==> config.mk <==
export PLATFORM = sky130hd
export DESIGN_NAME = longest_prefix_match_table
export DESIGN_NICKNAME = d
export VERILOG_FILES = /design/src/sv/lpmt_pkg.sv /design/src/sv/longest_prefix_match_table.sv
export SDC_FILE = /design/constraint.sdc
export NUM_CORES = 2
export LEC_CHECK = 0
export ABC_AREA = 0
export BUFFER_PORTS_ARGS = -buffer_cell sky130_fd_sc_hd__clkbuf_2
export CORE_UTILIZATION = 25
export DETAILED_ROUTE_END_ITERATION = 16
export GPL_ROUTABILITY_DRIVEN = 0
export SLEW_MARGIN = 20
export SYNTH_ARGS = -nofsm -noshare
export SYNTH_HDL_FRONTEND = slang
export SYNTH_SLANG_ARGS = --single-unit
==> constraint.sdc <==
create_clock -name aclk -period 13.54 [get_ports aclk]
set_input_delay 2.708 -clock aclk [delete_from_list [all_inputs] [get_ports aclk]]
set_output_delay 2.708 -clock aclk [all_outputs]
set_load 0.05 [all_outputs]
==> src/sv/lpmt_pkg.sv <==
package lpmt_pkg;

    localparam int DEF_PREFIX_BITS = 8;
    localparam int DEF_HOP_WIDTH   = 8;

    localparam int CMD_W = 2;
    localparam int LEN_W = 4;

    localparam logic [CMD_W-1:0] CMD_ADD    = 2'd0;
    localparam logic [CMD_W-1:0] CMD_DELETE = 2'd1;
    localparam logic [CMD_W-1:0] CMD_LOOKUP = 2'd2;
    localparam logic [CMD_W-1:0] CMD_UNUSED = 2'd3;

    typedef logic [CMD_W-1:0] cmd_t;

endpackage

==> src/sv/longest_prefix_match_table.sv <==
// Lookup: accepted, then walks the trie levels (prefix length plus one, the
// length clamped to PREFIX_BITS), then a last state offers the result when the output can take it.
// Add and delete take the same walk and give no result.
// One item is in flight at a time; the single-port table read and the bitwise index walk set this.
// After reset the table is swept one entry per cycle over all 2^(PREFIX_BITS+1)-1 entries
// (511 by default), while no input beat is taken; the root then holds 1, all else 0.
module longest_prefix_match_table
    import lpmt_pkg::*;
#(
    parameter int PREFIX_BITS = DEF_PREFIX_BITS,
    parameter int HOP_WIDTH   = DEF_HOP_WIDTH
) (
    input  logic                   aclk,
    input  logic                   aresetn,
    input  logic                   s_valid,
    output logic                   s_ready,
    input  logic [CMD_W-1:0]       s_command,
    input  logic [PREFIX_BITS-1:0] s_prefix_bits,
    input  logic [LEN_W-1:0]       s_prefix_length,
    input  logic [HOP_WIDTH-1:0]   s_hop_value,
    output logic                   m_valid,
    input  logic                   m_ready,
    output logic [HOP_WIDTH-1:0]   m_next_hop
);

    localparam int IDX_W       = PREFIX_BITS + 1;
    localparam int STORE_DEPTH = (2 ** (PREFIX_BITS + 1)) - 1;
    localparam int CNT_W       = $clog2(PREFIX_BITS + 1);

    localparam logic [1:0] ST_CLEAR = 2'd0;
    localparam logic [1:0] ST_IDLE  = 2'd1;
    localparam logic [1:0] ST_WALK  = 2'd2;
    localparam logic [1:0] ST_LAST  = 2'd3;

    logic [HOP_WIDTH-1:0] hop_mem [STORE_DEPTH];

    logic [1:0]             state_reg,   state_next;
    logic [IDX_W-1:0]       clr_idx_reg, clr_idx_next;
    cmd_t                   cmd_reg,     cmd_next;
    logic [PREFIX_BITS-1:0] bits_reg,    bits_next;
    logic [CNT_W-1:0]       cnt_reg,     cnt_next;
    logic [HOP_WIDTH-1:0]   hop_reg,     hop_next;
    logic [IDX_W-1:0]       idx_reg,     idx_next;
    logic [HOP_WIDTH-1:0]   best_reg,    best_next;
    logic                   rd_valid_reg, rd_valid_next;
    logic [HOP_WIDTH-1:0]   rd_data_reg;
    logic                   m_valid_reg, m_valid_next;
    logic [HOP_WIDTH-1:0]   m_hop_reg,   m_hop_next;

    logic                 mem_we;
    logic [IDX_W-1:0]     mem_waddr;
    logic [HOP_WIDTH-1:0] mem_wdata;
    logic                 mem_re;
    logic [HOP_WIDTH-1:0] fin_hop;
    logic                 out_load;

    assign s_ready    = (state_reg == ST_IDLE);
    assign m_valid    = m_valid_reg;
    assign m_next_hop = m_hop_reg;

    assign fin_hop  = (rd_valid_reg && (rd_data_reg != '0)) ? rd_data_reg : best_reg;
    assign out_load = !m_valid_reg || m_ready;

    always_comb begin
        state_next    = state_reg;
        clr_idx_next  = clr_idx_reg;
        cmd_next      = cmd_reg;
        bits_next     = bits_reg;
        cnt_next      = cnt_reg;
        hop_next      = hop_reg;
        idx_next      = idx_reg;
        best_next     = best_reg;
        rd_valid_next = 1'b0;
        m_valid_next  = m_valid_reg && !m_ready;
        m_hop_next    = m_hop_reg;
        mem_we        = 1'b0;
        mem_waddr     = idx_reg;
        mem_wdata     = '0;
        mem_re        = 1'b0;

        case (state_reg)
            ST_CLEAR: begin
                mem_we       = 1'b1;
                mem_waddr    = clr_idx_reg;
                mem_wdata    = (clr_idx_reg == '0) ? HOP_WIDTH'(1) : '0;
                clr_idx_next = clr_idx_reg + IDX_W'(1);
                if (clr_idx_reg == IDX_W'(STORE_DEPTH - 1)) begin
                    state_next = ST_IDLE;
                end
            end
            ST_IDLE: begin
                if (s_valid) begin
                    cmd_next  = s_command;
                    bits_next = s_prefix_bits;
                    hop_next  = s_hop_value;
                    idx_next  = '0;
                    best_next = '0;
                    if (int'(s_prefix_length) > PREFIX_BITS) begin
                        cnt_next = CNT_W'(PREFIX_BITS);
                    end else begin
                        cnt_next = CNT_W'(s_prefix_length);
                    end
                    if (s_command inside {CMD_ADD, CMD_DELETE, CMD_LOOKUP}) begin
                        state_next = ST_WALK;
                    end
                end
            end
            ST_WALK: begin
                if (rd_valid_reg && (rd_data_reg != '0)) begin
                    best_next = rd_data_reg;
                end
                if (cmd_reg == CMD_LOOKUP) begin
                    mem_re        = 1'b1;
                    rd_valid_next = 1'b1;
                end
                if (cnt_reg == '0) begin
                    if (cmd_reg == CMD_LOOKUP) begin
                        state_next = ST_LAST;
                    end else begin
                        mem_we     = 1'b1;
                        mem_wdata  = (cmd_reg == CMD_ADD) ? hop_reg : '0;
                        state_next = ST_IDLE;
                    end
                end else begin
                    idx_next  = (idx_reg << 1) + IDX_W'(1) + IDX_W'(bits_reg[PREFIX_BITS-1]);
                    bits_next = bits_reg << 1;
                    cnt_next  = cnt_reg - CNT_W'(1);
                end
            end
            ST_LAST: begin
                best_next = fin_hop;
                if (out_load) begin
                    m_valid_next = 1'b1;
                    m_hop_next   = fin_hop;
                    state_next   = ST_IDLE;
                end
            end
            default: begin
                state_next = ST_IDLE;
            end
        endcase
    end

    always_ff @(posedge aclk) begin
        if (mem_we) begin
            hop_mem[mem_waddr] <= mem_wdata;
        end
    end

    always_ff @(posedge aclk) begin
        if (mem_re) begin
            rd_data_reg <= hop_mem[idx_reg];
        end
    end

    always_ff @(posedge aclk) begin
        if (!aresetn) begin
            state_reg    <= ST_CLEAR;
            clr_idx_reg  <= '0;
            rd_valid_reg <= 1'b0;
            m_valid_reg  <= 1'b0;
        end else begin
            state_reg    <= state_next;
            clr_idx_reg  <= clr_idx_next;
            rd_valid_reg <= rd_valid_next;
            m_valid_reg  <= m_valid_next;
        end
    end

    always_ff @(posedge aclk) begin
        cmd_reg   <= cmd_next;
        bits_reg  <= bits_next;
        cnt_reg   <= cnt_next;
        hop_reg   <= hop_next;
        idx_reg   <= idx_next;
        best_reg  <= best_next;
        m_hop_reg <= m_hop_next;
    end

endmodule

==> flow_summary.json <==
{
  "cp-start-kind": "flip-flop",
  "ir_worst_vdd_mv": 0.115,
  "yosysWarnings": 0,
  "p_sw_mw": 5.10,
  "grt_pass1_wl_um": 634000,
  "synth_cells": 7653,
  "post_drt_wl_per_cell_um": 27.1,
  "hpwl_um": 265000,
  "endpoint_kind": "flip-flop",
  "grt_max_degree": 222,
  "clockBufferDepth": 4,
  "cts_setup_buffers": 0,
  "reg2reg_from": "idx_reg[1]$_SDFFCE_PN0P_",
  "hp-start": "bits_reg[3]$_DFFE_PP_",
  "cts_buffers": 413,
  "ys_types": 82,
  "async_flop_share": 0,
  "powerDensity_nw_per_um2": 138,
  "largest_register_ffs": 4088,
  "tightestPinTransition_ps": 1240,
  "clk_pin_slew_worst_paths_ps": 60,
  "outcome": "finished clean",
  "avgSynthCellArea_um2": 21.2,
  "cts_tree": "built",
  "synthFlopType": "edfxtp_1",
  "slew_violations": 0,
  "crit_path_start": "idx_reg[1]$_SDFFCE_PN0P_",
  "grt_antenna_before_repair": 15,
  "yosysSeqAreaShare": 0.768,
  "clockPowerShare": 0.445,
  "grt_overflow": 0,
  "hold_class": "reg2reg",
  "insertion_delay_ps": 980,
  "tns_ps": 0,
  "final_cell_mix": "4143 x edfxtp_1, 970 x mux4_2, 578 x nor2_1",
  "die_x_um": 808,
  "seq_power_share": 0.547,
  "synth_edf_count": 4143,
  "htreeDepth": 5,
  "drt_iter0_drc": 10700,
  "num_rows": 295,
  "drv_cap": 0,
  "clock-sinks": 4156,
  "die_h_um": 808,
  "start_util": 0.251,
  "p_comb_frac": 0.007,
  "fmaxAchievable_mhz": 171,
  "min_period_ps": 5850,
  "switching_share": 0.199,
  "final_common_cell": "edfxtp_1",
  "drc": 0,
  "cts_hold_buf": 0,
  "synth_fp_nets": 7689,
  "total_leakage_power_nw": 46.7,
  "mappedNetlistArea_um2": 162000,
  "detail-route-antenna-nets": 0,
  "critical_path.max_fanout": 106,
  "grt_pass1_vias": 79300,
  "fin_crit_sh": 0.432,
  "arrival_ps": 6500,
  "ctsResizeCount": 0,
  "io_buffer_count": 35,
  "nets": 7842,
  "fin_skew_ps": 64.8,
  "rsz0062_at_grt": "false",
  "setup_viol": 0,
  "relSlewSlack": 0.172,
  "path_class": "reg2reg",
  "dr_total_vias": 80800,
  "timing.final.hold_violations": 0,
  "wl_um": 455000,
  "final_layout_size_suffix_gt1_frac": 0.232,
  "grtUsageTotal": 0.134,
  "fillers": 62900,
  "viasPerCell": 4.82,
  "critPathRequiredTime_ps": 14190,
  "area_delta_synth_final_pct": 14.4,
  "cts-root-buf": "clkbuf_16",
  "core_um2": 646000,
  "drt_first_pass_iters": 8,
  "p_int_mw": 20.5,
  "synth_seq_cells": 4156,
  "ios": 36,
  "fin_util": 0.287,
  "fp.dieArea_um2": 652000
}
-- worst paths after layout --
kind	slack (ps)	cells after the start	end
min reg2reg	550	1	bits_reg[4]$_DFFE_PP_
max reg2reg	7690	10	rd_data_reg[5]$_DFFE_PP_
max	7690	10	rd_data_reg[5]$_DFFE_PP_
min	550	1	bits_reg[4]$_DFFE_PP_
-- metal layers --
layer	up-vias	track usage	wire (um)
li1	32200	-	-
met1	43700	0.187	185000
met2	4156	0.210	211000
met3	729	0.0254	42700
met4	6	0.0454	16100
met5	-	0	41
-- synth_stat cells (14+ instances only) --
library cell | count | area, um^2
a21oi_1 | 111 | 556
o22ai_1 | 52 | 325
o221ai_1 | 63 | 552
buf_12 | 18 | 360
nor2b_1 | 17 | 106
o21ai_1 | 22 | 110
buf_1 | 27 | 101
clkbuf_1 | 178 | 668
buf_6 | 49 | 552
mux2_2 | 57 | 642
buf_8 | 15 | 225
nand3_1 | 39 | 195
o211ai_1 | 20 | 150
mux4_2 | 970 | 21800
buf_4 | 49 | 368
a22oi_1 | 63 | 473
a31oi_1 | 27 | 169
xnor2_1 | 14 | 123
o21ai_0 | 72 | 360
mux2i_1 | 330 | 3300
and2_1 | 26 | 163
nor2_1 | 589 | 2210
a211oi_1 | 22 | 165
edfxtp_1 | 4143 | 124000
buf_2 | 136 | 681
nand2_1 | 269 | 1010
a221oi_1 | 33 | 289
inv_1 | 15 | 56.3
-- metrics by stage --
| step | power (mW) | cells | area (um^2) | hold slack, ps | setup slack [ps] |
|---|---|---|---|---|---|
| final | 25.6 | 16800 | 186000 | 552 | 7690 |
| after detailed placement | 14.5 | 16000 | 172000 | 539 | 7680 |
| after CTS | 25.8 | 16800 | 186000 | 556 | 7640 |
| after floorplan | 14.4 | 7653 | 162000 | 509 | 3770 |
| after global routing | 26.2 | 16800 | 186000 | 579 | 7530 |
| after global placement | 14.5 | 16000 | 172000 | 530 | 7590 |
-- power by group through the flow --
stage                     sequential [mW]  combinational (mW)  clock [mW]
after floorplan                      14.3              0.0701           0
after global placement               14.3               0.182           0
after detailed placement             14.3               0.190           0
after CTS                            14.0               0.189        11.5
after global routing                 14.0               0.195        12.0
final                                14.0               0.190        11.4
-- worst max-delay path, stage by stage, from the launching register on --
cell and delay, ps:
edfxtp_1 440, buf_12 630, buf_4 770, buf_12 460, mux4_2 440, mux2i_1 210, o2111ai_1 190, a31oi_1 1010
o311ai_1 470, a21oi_1 570, a2111oi_2 100
-- logic make-up (layout without fill, tap and decap cells) --
logic type,count (synthesis),count (layout),synth area share
simple gates,1006,1006,0.0254
mux,1358,1358,0.159
flops,4156,4156,0.768
fa+ha+maj,10,10,0.000771
compound gates,619,619,0.0270
xor+xnor,14,14,0.000756
buf+inv,490,988,0.0186
other cells,0,10,0
-- layout make-up --
class	instances	area, um^2	area share
sequential	4156	125000	0.672
clock buffer	507	10800	0.0583
antenna	10	25.0	0.000135
clock inverter	253	2520	0.0136
multi-input combinational	3007	34900	0.188
tap	8613	10800	0.0581
timing repair buffer	210	1830	0.00987
inverter	18	88.8	0.000479
Note: power is estimated with default switching activity, not from simulation.
